`src/design/acms_pkg.sv`:
```
// Types and constants of the ADC code to microvolt scaler.
`timescale 1ns / 1ps

package acms_pkg;

    localparam int CODE_W     = 16;
    localparam int SPAN_W     = 27;
    localparam int PROD_W     = 43;
    localparam int CFG_W      = 8;
    localparam int RES_W      = 5;
    localparam int MUL_CNT_W  = 5;
    localparam int DIV_CNT_W  = 6;

    localparam logic [MUL_CNT_W-1:0] MUL_STEPS = MUL_CNT_W'(CODE_W);
    localparam logic [DIV_CNT_W-1:0] DIV_STEPS = DIV_CNT_W'(PROD_W);

    localparam logic [SPAN_W-1:0] SPAN_WIDE     = 27'd120000000;
    localparam logic [SPAN_W-1:0] SPAN_NARROW   = 27'd20000000;
    localparam logic [31:0]       OFFSET_WIDE   = 32'd60000000;
    localparam logic [31:0]       OFFSET_NARROW = 32'd10000000;

    localparam logic [RES_W-1:0] RES_MIN   = 5'd12;
    localparam logic [RES_W-1:0] RES_MAX   = 5'd16;
    localparam logic [RES_W-1:0] RES_RESET = 5'd12;

    typedef enum logic [1:0] {
        REG_RANGE_MASK  = 2'd0,
        REG_THERM_MASK  = 2'd1,
        REG_RESOLUTION  = 2'd2
    } t_reg_index;

    typedef struct packed {
        logic [7:0] code_low;
        logic [7:0] code_high;
        logic       block_end;
    } t_in_word;

    typedef struct packed {
        logic signed [31:0] scaled_value;
        logic [2:0]         channel_number;
        logic               thermistor_raw;
    } t_out_word;

    // Status of a serial arithmetic unit.
    typedef struct packed {
        logic busy;
        logic done;
    } t_unit_stat;

endpackage

```
`src/design/acms_mul.sv`:
```
// Bit-serial shift-add multiplier: code times span, one code bit per cycle.
`timescale 1ns / 1ps

module acms_mul (
    input  logic                        i_clk,
    input  logic                        i_rst_n,
    input  logic                        i_start,
    input  logic [acms_pkg::CODE_W-1:0] i_code,
    input  logic [acms_pkg::SPAN_W-1:0] i_span,
    output logic [acms_pkg::PROD_W-1:0] o_product,
    output acms_pkg::t_unit_stat        o_stat
);
    import acms_pkg::*;

    logic [PROD_W-1:0]    r_acc, n_acc;
    logic [CODE_W-1:0]    r_code, n_code;
    logic [SPAN_W-1:0]    r_span;
    logic [MUL_CNT_W-1:0] r_cnt, n_cnt;
    logic                 r_busy, n_busy;
    logic                 r_done, n_done;

    always_comb begin
        n_acc  = r_acc;
        n_code = r_code;
        n_cnt  = r_cnt;
        n_busy = r_busy;
        n_done = 1'b0;
        if (i_start) begin
            n_acc  = '0;
            n_code = i_code;
            n_cnt  = MUL_STEPS;
            n_busy = 1'b1;
        end else if (r_busy) begin
            // MSB first: double, then add span if the bit is set
            n_acc  = {r_acc[PROD_W-2:0], 1'b0}
                   + (r_code[CODE_W-1] ? {{(PROD_W-SPAN_W){1'b0}}, r_span} : '0);
            n_code = {r_code[CODE_W-2:0], 1'b0};
            n_cnt  = r_cnt - 1'b1;
            if (r_cnt == MUL_CNT_W'(1)) begin
                n_busy = 1'b0;
                n_done = 1'b1;
            end
        end
    end

    always_ff @(posedge i_clk) begin
        if (!i_rst_n) begin
            r_busy <= 1'b0;
            r_done <= 1'b0;
            r_cnt  <= '0;
        end else begin
            r_busy <= n_busy;
            r_done <= n_done;
            r_cnt  <= n_cnt;
        end
    end

    always_ff @(posedge i_clk) begin
        r_acc  <= n_acc;
        r_code <= n_code;
        if (i_start) begin
            r_span <= i_span;
        end
    end

    assign o_product   = r_acc;
    assign o_stat.busy = r_busy;
    assign o_stat.done = r_done;

endmodule

```
`src/design/acms_div.sv`:
```
// Bit-serial restoring divider: one quotient bit per cycle.
`timescale 1ns / 1ps

module acms_div (
    input  logic                        i_clk,
    input  logic                        i_rst_n,
    input  logic                        i_start,
    input  logic [acms_pkg::PROD_W-1:0] i_dividend,
    input  logic [acms_pkg::CODE_W-1:0] i_divisor,
    output logic [acms_pkg::PROD_W-1:0] o_quotient,
    output acms_pkg::t_unit_stat        o_stat
);
    import acms_pkg::*;

    logic [CODE_W-1:0]    r_rem, n_rem;
    logic [PROD_W-1:0]    r_quo, n_quo;
    logic [CODE_W-1:0]    r_dsr;
    logic [DIV_CNT_W-1:0] r_cnt, n_cnt;
    logic                 r_busy, n_busy;
    logic                 r_done, n_done;
    logic [CODE_W:0]      trial;
    logic [CODE_W:0]      diff;
    logic                 fits;

    // Dividend bits leave r_quo at the top while quotient bits enter at the bottom
    assign trial = {r_rem, r_quo[PROD_W-1]};
    assign diff  = trial - {1'b0, r_dsr};
    assign fits  = (trial >= {1'b0, r_dsr});

    always_comb begin
        n_rem  = r_rem;
        n_quo  = r_quo;
        n_cnt  = r_cnt;
        n_busy = r_busy;
        n_done = 1'b0;
        if (i_start) begin
            n_rem  = '0;
            n_quo  = i_dividend;
            n_cnt  = DIV_STEPS;
            n_busy = 1'b1;
        end else if (r_busy) begin
            n_rem  = fits ? diff[CODE_W-1:0] : trial[CODE_W-1:0];
            n_quo  = {r_quo[PROD_W-2:0], fits};
            n_cnt  = r_cnt - 1'b1;
            if (r_cnt == DIV_CNT_W'(1)) begin
                n_busy = 1'b0;
                n_done = 1'b1;
            end
        end
    end

    always_ff @(posedge i_clk) begin
        if (!i_rst_n) begin
            r_busy <= 1'b0;
            r_done <= 1'b0;
            r_cnt  <= '0;
        end else begin
            r_busy <= n_busy;
            r_done <= n_done;
            r_cnt  <= n_cnt;
        end
    end

    always_ff @(posedge i_clk) begin
        r_rem <= n_rem;
        r_quo <= n_quo;
        if (i_start) begin
            r_dsr <= i_divisor;
        end
    end

    assign o_quotient  = r_quo;
    assign o_stat.busy = r_busy;
    assign o_stat.done = r_done;

endmodule

```
`src/design/adc_code_to_microvolt_scaler.sv`:
```
// Top level of the ADC code to microvolt scaler.
`timescale 1ns / 1ps

// Each input word carries one raw ADC code (low byte, high byte) and an end-of-block
// flag, and yields one output word: the channel the sample belonged to, and either
// offset - trunc(code * span / (2^r - 1)) in microvolts, or for a thermistor channel
// the raw code with thermistor_raw set. The channel counter steps 0 to CHANNEL_COUNT-1,
// wraps, and restarts at 0 after a word with block_end set. Resolution writes below 12
// act as 12 and above 16 act as 16. A scaled word is launched into the bit-serial
// shift-add multiplier (16 steps), then goes through the bit-serial restoring divider
// (43 steps, one quotient bit per step), and is then handed off to the output register.
// A thermistor word skips both units. One word is in flight at a time, so the input
// stalls from accept until the word is handed off; the output register lets the next
// word in while a finished one still waits behind a stall. Write configuration only
// while the block is idle.
module adc_code_to_microvolt_scaler #(
    parameter int CHANNEL_COUNT = 8
) (
    input  logic               i_clk,
    input  logic               i_rst_n,
    // input channel
    input  logic               i_in_valid,
    output logic               o_in_stall,
    input  acms_pkg::t_in_word i_in_word,
    // output channel
    output logic               o_out_valid,
    input  logic               i_out_stall,
    output acms_pkg::t_out_word o_out_word,
    // configuration write port
    input  logic               i_cfg_we,
    input  logic [1:0]         i_cfg_index,
    input  logic [acms_pkg::CFG_W-1:0] i_cfg_data
);
    import acms_pkg::*;

    localparam logic [3:0] CH_LIMIT = 4'(CHANNEL_COUNT);

    typedef enum logic [3:0] {
        S_IDLE = 4'b0001,
        S_MUL  = 4'b0010,
        S_DIV  = 4'b0100,
        S_DONE = 4'b1000
    } t_state;

    t_state r_state, n_state;

    // configuration registers
    logic [7:0]       r_range_mask;
    logic [7:0]       r_therm_mask;
    logic [RES_W-1:0] r_resolution;

    // channel counter and per-word context
    logic [2:0]        r_chan, n_chan;
    logic [2:0]        r_word_chan;
    logic              r_word_therm;
    logic              r_word_wide;
    logic [CODE_W-1:0] r_word_code;

    // output register
    t_out_word r_out_word;
    logic      r_out_valid, n_out_valid;

    logic              in_accept;
    logic              out_free;
    logic              out_load;
    logic [CODE_W-1:0] in_code;
    logic              in_therm;
    logic              in_wide;
    logic [RES_W-1:0]  res_clamped;
    logic [CODE_W-1:0] divisor;
    logic [31:0]       offset;
    logic [31:0]       result;
    logic [SPAN_W-1:0] in_span;

    logic [PROD_W-1:0] product;
    logic [PROD_W-1:0] quotient;
    t_unit_stat        mul_stat;
    t_unit_stat        div_stat;
    logic              mul_start;

    // ---- input side ----
    assign o_in_stall = (r_state != S_IDLE);
    assign in_accept  = i_in_valid && !o_in_stall;
    assign in_code    = {i_in_word.code_high, i_in_word.code_low};
    assign in_therm   = r_therm_mask[r_chan];
    assign in_wide    = r_range_mask[r_chan];
    assign in_span    = in_wide ? SPAN_WIDE : SPAN_NARROW;

    // Launch the multiplier straight from the accept; thermistor words skip it
    assign mul_start = in_accept && !in_therm;

    // Next channel: wrap at the channel count or restart after the block's last word
    always_comb begin
        n_chan = r_chan;
        if (in_accept) begin
            if (i_in_word.block_end || ({1'b0, r_chan} + 4'd1 >= CH_LIMIT)) begin
                n_chan = '0;
            end else begin
                n_chan = r_chan + 3'd1;
            end
        end
    end

    // ---- divisor: 2^r - 1 with r held inside 12..16 ----
    always_comb begin
        res_clamped = r_resolution;
        if (r_resolution < RES_MIN) begin
            res_clamped = RES_MIN;
        end else if (r_resolution > RES_MAX) begin
            res_clamped = RES_MAX;
        end
    end
    assign divisor = {CODE_W{1'b1}} >> (RES_MAX - res_clamped);

    // ---- serial arithmetic ----
    acms_mul u_mul (
        .i_clk     (i_clk),
        .i_rst_n   (i_rst_n),
        .i_start   (mul_start),
        .i_code    (in_code),
        .i_span    (in_span),
        .o_product (product),
        .o_stat    (mul_stat)
    );

    acms_div u_div (
        .i_clk      (i_clk),
        .i_rst_n    (i_rst_n),
        .i_start    (mul_stat.done),
        .i_dividend (product),
        .i_divisor  (divisor),
        .o_quotient (quotient),
        .o_stat     (div_stat)
    );

    // Quotient never exceeds 31 bits for r >= 12, so a 32-bit subtract is exact
    assign offset = r_word_wide ? OFFSET_WIDE : OFFSET_NARROW;
    assign result = r_word_therm ? {16'd0, r_word_code} : (offset - quotient[31:0]);

    // ---- sequencer ----
    assign out_free = !r_out_valid || !i_out_stall;
    assign out_load = (r_state == S_DONE) && out_free;

    always_comb begin
        n_state = r_state;
        case (r_state)
            S_IDLE: begin
                if (in_accept) begin
                    n_state = in_therm ? S_DONE : S_MUL;
                end
            end
            S_MUL: begin
                if (mul_stat.done) begin
                    n_state = S_DIV;
                end
            end
            S_DIV: begin
                if (div_stat.done) begin
                    n_state = S_DONE;
                end
            end
            S_DONE: begin
                if (out_free) begin
                    n_state = S_IDLE;
                end
            end
            default: begin
                n_state = S_IDLE;
            end
        endcase
    end

    // Hold a stalled word; drop it once taken unless a new one replaces it
    assign n_out_valid = out_load || (r_out_valid && i_out_stall);

    always_ff @(posedge i_clk) begin
        if (!i_rst_n) begin
            r_state      <= S_IDLE;
            r_chan       <= '0;
            r_out_valid  <= 1'b0;
            r_range_mask <= '0;
            r_therm_mask <= '0;
            r_resolution <= RES_RESET;
        end else begin
            r_state     <= n_state;
            r_chan      <= n_chan;
            r_out_valid <= n_out_valid;
            if (i_cfg_we) begin
                case (i_cfg_index)
                    REG_RANGE_MASK: r_range_mask <= i_cfg_data;
                    REG_THERM_MASK: r_therm_mask <= i_cfg_data;
                    REG_RESOLUTION: r_resolution <= i_cfg_data[RES_W-1:0];
                    default: begin
                    end
                endcase
            end
        end
    end

    // Capture the word's context at accept, the result at hand-off
    always_ff @(posedge i_clk) begin
        if (in_accept) begin
            r_word_chan  <= r_chan;
            r_word_therm <= in_therm;
            r_word_wide  <= in_wide;
            r_word_code  <= in_code;
        end
        if (out_load) begin
            r_out_word.scaled_value   <= $signed(result);
            r_out_word.channel_number <= r_word_chan;
            r_out_word.thermistor_raw <= r_word_therm;
        end
    end

    assign o_out_valid = r_out_valid;
    assign o_out_word  = r_out_word;

endmodule

```
`config.mk`:
```
export PLATFORM = sky130hd
export DESIGN_NAME = adc_code_to_microvolt_scaler
export DESIGN_NICKNAME = d
export VERILOG_FILES = /design/src/design/acms_pkg.sv /design/src/design/acms_mul.sv /design/src/design/acms_div.sv /design/src/design/adc_code_to_microvolt_scaler.sv
export SDC_FILE = /design/constraint.sdc
export NUM_CORES = 1
export LEC_CHECK = 0
export ABC_AREA = 1
export BUFFER_PORTS_ARGS = -buffer_cell sky130_fd_sc_hd__buf_2
export CAP_MARGIN = 10
export CORE_UTILIZATION = 40
export DETAILED_ROUTE_END_ITERATION = 16
export HOLD_SLACK_MARGIN = 0.02
export MAX_ROUTING_LAYER = met4
export PLACE_DENSITY = 0.61
export SKIP_LAST_GASP = 1
export SYNTH_ARGS = -nofsm -noshare
export SYNTH_HDL_FRONTEND = slang
export SYNTH_SLANG_ARGS = --single-unit
```
`constraint.sdc`:
```
create_clock -name i_clk -period 8.4 [get_ports i_clk]
set_input_delay 1.68 -clock i_clk [delete_from_list [all_inputs] [get_ports i_clk]]
set_output_delay 1.68 -clock i_clk [all_outputs]
set_load 0.01 [all_outputs]
```
# Word-level counts from Yosys, hierarchy flattened
# Index checks and enable logic that the tools add are counted.
# Widths: inputs -> output; s select.
classes:
  addsub: 8
  n_lt_le_gt_ge: 5
  n_eq_ne: 13
  shift: 1
  n_mux: 34
  bitwise: 3
  reduce_logical: 22
op_table:
  columns: ["operator", "count"]
  rows:
  - ["$mux 43", 2]
  - ["$mux 16", 4]
  - ["$mux 27", 2]
  - ["$add 43x43->43", 1]
  - ["$sub 26x32->32", 1]
  - ["$mux 26", 1]
  - ["$mux 4", 5]
  - ["$mux 5", 4]
  - ["$ge 17x16->1", 1]
  - ["$pmux 4 s4", 1]
  - ["$shr 16x5->16 const A", 1]
  - ["$sub 16x16->16", 1]
  - ["$mux 6", 2]
  - ["$mux 1", 10]
  - ["$bmux 1 s3", 2]
  - ["$eq 6x1->1 const B", 1]
  - ["$reduce_and 2->1", 3]
  - ["$reduce_or 3->1", 2]
  - ["$sub 6x1->6 const B", 1]
  - ["$eq 5x1->1 const B", 1]
  - ["$gt 5x5->1 const B", 1]
  - ["$lt 5x4->1 const B", 1]
  - ["$sub 5x1->5 const B", 1]
  - ["$sub 5x5->5 const A", 1]
  - ["other kinds (22)", 36]
totals:
  register_bits: 262
  in_bits: 32
  out_inout_bits: 38
  word_cells: 114

# Depth between registers and ports, before layout
depth:
  word_depth: 5
  mapped_depth: 17
  depth_no_buf: 16

# Modules after synthesis
# A second synthesis with hierarchy kept.
unflattened:
  cells_unflattened: 2168
  hier_area_um2: 15696.3
by_module_without_submodules:
  columns: ["module", "n_inst", "cells_each", "area_per_inst_um2", "seq_area_each_um2"]
  rows:
  - ["acms_mul", 1, 912, 6028.3, 2292.2]
  - ["adc_code_to_microvolt_scaler", 1, 684, 5043.6, 2292.2]
  - ["acms_div", 1, 572, 4624.4, 2252.2]

# Worst setup path before layout
# OpenSTA, ideal clock, no wires.
synth_path:
  path_kind: "input-to-reg"
  startpoint: "input i_out_stall"
  endpoint: "register r_out_word (netlist bit o_out_word[0]), enable pin"
  setup_time_ns: 0.429
  arrival_ns: 3.317
  required_time_ns: 7.971
  path_slack_ns: 4.654
  path_stages: 3
  n_path_buf: 0
  cell_sequence: "nand2_1 inv_1 nor2_1"
synth_via:
  elab_chain_cells: 3
synth_rtl:
  columns: ["element", "line_no", "source"]
  rows:
  - ["start, declared", "adc_code_to_microvolt_scaler.sv:27", "input logic i_out_stall,"]
  - ["$logic_not 1->1", "adc_code_to_microvolt_scaler.sv:141", "assign out_free = !r_out_valid || !i_out_stall;"]
  - ["$logic_or 1x1->1", "adc_code_to_microvolt_scaler.sv:141", null]
  - ["$logic_and 1x1->1", "adc_code_to_microvolt_scaler.sv:142", "assign out_load = (r_state == S_DONE) && out_free;"]
  - ["named net out_load", "adc_code_to_microvolt_scaler.sv:65", "logic out_load;"]
  - ["end, declared", "adc_code_to_microvolt_scaler.sv:60", "t_out_word r_out_word;"]
# The timed path passes the listed nets, and every way through them passes these cells.
# A chain may end at the register's enable or synchronous reset.

# Worst setup path after layout
layout_path:
  startpoint: "input i_in_valid"
  endpoint: "register u_mul.r_code[7], enable pin"
layout_via:
  elab_chain_cells: 3
layout_rtl:
  columns: ["element", "line_no", "source"]
  rows:
  - ["start, declared", "adc_code_to_microvolt_scaler.sv:22", "input logic i_in_valid,"]
  - ["$logic_and 1x1->1", "adc_code_to_microvolt_scaler.sv:83", "assign in_accept = i_in_valid && !o_in_stall;"]
  - ["named net in_accept", "adc_code_to_microvolt_scaler.sv:63", "logic in_accept;"]
  - ["$logic_and 1x1->1", "adc_code_to_microvolt_scaler.sv:90", "assign mul_start = in_accept && !in_therm;"]
  - ["$reduce_bool 2->1 (no source line)", null, null]
  - ["end signal, assigned", "acms_mul.sv:60", "r_code <= n_code;"]
  - ["end, declared", "acms_mul.sv:16", "logic [CODE_W-1:0] r_code, n_code;"]
# The timed path passes the listed nets, and every way through them passes these cells.

==> flow_metrics.tcl <==
set metrics [dict create \
    drtIter0Drc 689 \
    p_leak_nw 6.49 \
    clock_latency_ns 0.55 \
    drive_gt1_frac 0.0922 \
    cpMaxStageDelayCell "nand2_1" \
    grt.overflow.total 0 \
    synth_top_area_share 0.315 \
    cts_tree "done" \
    numCtsBuffers 26 \
    hold_buffers 0 \
    grt_use_total 0.205 \
    die_y_microns 181 \
    synth_cell_types 47 \
    antenna_found_initial 1 \
    ant_nets 0 \
    vias 11000 \
    synthTopCellsByCount "nand2_1, inv_1, nor2_1, edfxtp_1, nand3_1" \
    worst_setup_path_start_kind "input pin" \
    yosysMostFrequentCell "nand2_1" \
    status "complete, no violations" \
    post_cts_buffers 0 \
    path_buf_inv 5 \
    path_depth 8 \
    worstRegToRegCells 10 \
    path_class "input pin to flip-flop" \
    min_path_cells 0 \
    synthArstFlopShare 0 \
    rows 65 \
    grt_pass1_wl_microns 53100 \
    synth_area_per_cell_sq_um 7.63 \
    cp.required_ns 8.59 \
    cts_resized 0 \
    synth-seq-area-share 0.464 \
    drcViolationCount 0 \
    relSlewSlack 0.309 \
    peakVddDrop_mv 0.166 \
    hold_viol_final 0 \
    cpLargestDelayFamily "buffers and inverters" \
    rsz0062_at_grt "no" \
    ios 70 \
    yosysWarnings 0 \
    io_buffers 69 \
    place_inst 2111 \
    syn_area_sq_mm 0.0128 \
    drv_slew 0 \
    cp_max_fo 48 \
    die_w_microns 181 \
    synth_area_leader_cell "edfxtp_1" \
    setup_violations 0 \
    clkSlewWorstSetupHoldPaths_ns 0.07 \
    fin_crit_ns 3.81 \
    critical_path.cell_chain "buf_2, inv_1, nor2_8, inv_1, nor2_4, buf_4, inv_2, nand2_1" \
    grt_start_max_net_pins 80 \
    wire_per_inst_microns 15.0 \
    min_path_type "flip-flop to flip-flop" \
    hpwlAfterDp_microns 23800 \
    vias_per_cell 5.07 \
    fin_nets 1809 \
    drt_first_pass_iters 5 \
    skew_ns 0.0196 \
    maxCapViolCount 0 \
    fin_tns_setup_ns 0 \
    area_growth_pct 12.9 \
    routed_wl_microns 32400 \
    cts.path.max_buffers 3 \
    gp_congestion 0.935 \
    initial_core_util 0.406 \
    cp_data_arrival_time_ns 4.00 \
    cp-end-kind "flip-flop" \
    cts_root_buf "clkbuf_16" \
    cts_num_sinks 229 \
    ys.flop_type "edfxtp_1" \
    r2r_start "r_state[2]" \
    cpMostUsedCell "inv_1" \
    syn_nets 1745 \
    hold_start "r_word_chan[0]" \
    fmax_mhz 262 \
    dieArea_sq_mm 0.0326 \
    final_cell_count_no_fill 2160 \
    power_density_mw_per_mm2 294 \
    post-route-period-util 0.454 \
    crit_start "i_in_valid" \
    htreeDepth 1 \
    syn_inst 1673 \
    worst_pin_slew_ns 1.03 \
    synth_seq_cells 229 \
    slowest_delay_ns 0.59 \
    synth_edf_count 134 \
    grt_pass1_vias 10600 \
    core_area_sq_mm 0.0315 \
    synth_top_cells_by_area "edfxtp_1, dfxtp_1, nand2_1" \
]
-- cells in the final DEF (no fill, tap or decap), drive strengths merged --
cell	synthesis	routed
inv	237	237
nor4	6	6
diode	0	1
a221oi	3	3
nand3b	19	19
o21bai	5	5
bufinv	0	4
o221ai	1	1
nand3	128	128
o211ai	4	4
nor3	28	28
ha	38	38
nand2	424	424
a21boi	3	3
o21a	3	3
dfxtp	95	95
fa	2	2
a21o	1	1
buf	19	77
or2	16	16
nor2	200	200
a21oi	94	94
a211oi	4	4
xor2	16	16
a31oi	4	4
nor3b	1	1
clkinv	2	7
xnor2	11	11
clkbuf	22	31
edfxtp	134	134
nand4	15	15
o21ai	131	131
o31ai	3	3
clkinvlp	0	8
o22ai	4	4
-- report_power, final --
part | internal (mW) | switching [mW]
Clock | 0.724 | 0.484
Combinational | 0.438 | 0.933
Sequential | 1.48 | 0.176
-- path summary, 6_finish.rpt --
| check | end | slack (ns) |
|---|---|---|
| setup / recovery | u_mul.r_code[7] | 4.59 |
| setup reg to reg | u_mul.r_code[7] | 5.07 |
| hold reg to reg | o_out_word[1] | 0.42 |
| hold / removal | o_out_word[1] | 0.42 |
-- through the flow --
stage	util	hold WS [ns]	total power, mW	cell area (sq um)	setup slack, ns
after floorplan	-	0.400	2.69	12800	4.65
after global placement	0.428	0.419	3.02	13500	4.07
after detailed placement	0.428	0.425	3.04	13500	4.03
after CTS	0.458	0.428	4.27	14400	4.60
after global routing	0.458	0.430	4.54	14400	4.34
final	0.458	0.422	4.24	14400	4.59
-- metal layers --
| layer | share of wire | global-route usage | vias up |
|---|---|---|---|
| met3 | 0.044 | 0.0270 | 75 |
| li1 | - | - | 5610 |
| met2 | 0.46 | 0.340 | 246 |
| met1 | 0.46 | 0.258 | 5028 |
| met4 | 0.031 | 0.0674 | 0 |
| met5 | 0 | - | - |
-- registers in the layout (all words and copies together) (netlist names) --
| register | flops |
|---|---|
| u_div.r_rem | 16 |
| r_therm_mask | 8 |
| r_word_wide | 1 |
| u_mul.r_span | 2 |
| r_word_chan | 3 |
| r_chan | 3 |
| u_mul.o_product | 35 |
| u_div.r_done | 1 |
| u_mul.r_busy | 1 |
| o_out_word | 36 |
| u_div.r_busy | 1 |
| o_out_valid | 1 |
| r_state | 4 |
| r_range_mask | 8 |
| r_resolution | 5 |
| r_word_therm | 1 |
| r_word_code | 16 |
| u_mul.r_code | 16 |
| u_mul.r_cnt | 5 |
| u_mul.r_done | 1 |
| u_div.r_cnt | 6 |
| u_div.o_quotient | 43 |
| u_div.r_dsr | 16 |
-- area by class of cell --
type	count	area (sq um)
Fill cell	3125	17100
Sequential cell	229	5930
Multi-Input combinational cell	1164	5750
Inverter	239	897
Clock buffer	31	699
Tap cell	402	503
Timing Repair Buffer	77	405
Clock inverter	17	233
Antenna cell	1	2.50
-- cells by family (layout without fill, tap and decap cells) --
| kind of cell | count (synthesis) | in the layout | share of synthesized area |
|---|---|---|---|
| fa+ha+maj | 40 | 40 | 0.0404 |
| xor+xnor | 27 | 27 | 0.0185 |
| flops | 229 | 229 | 0.464 |
| simple gates | 837 | 837 | 0.280 |
| compound gates | 260 | 260 | 0.110 |
| buf+inv | 280 | 364 | 0.0869 |
| other cells | 0 | 1 | 0 |
Power figures use the tool's default switching activity.
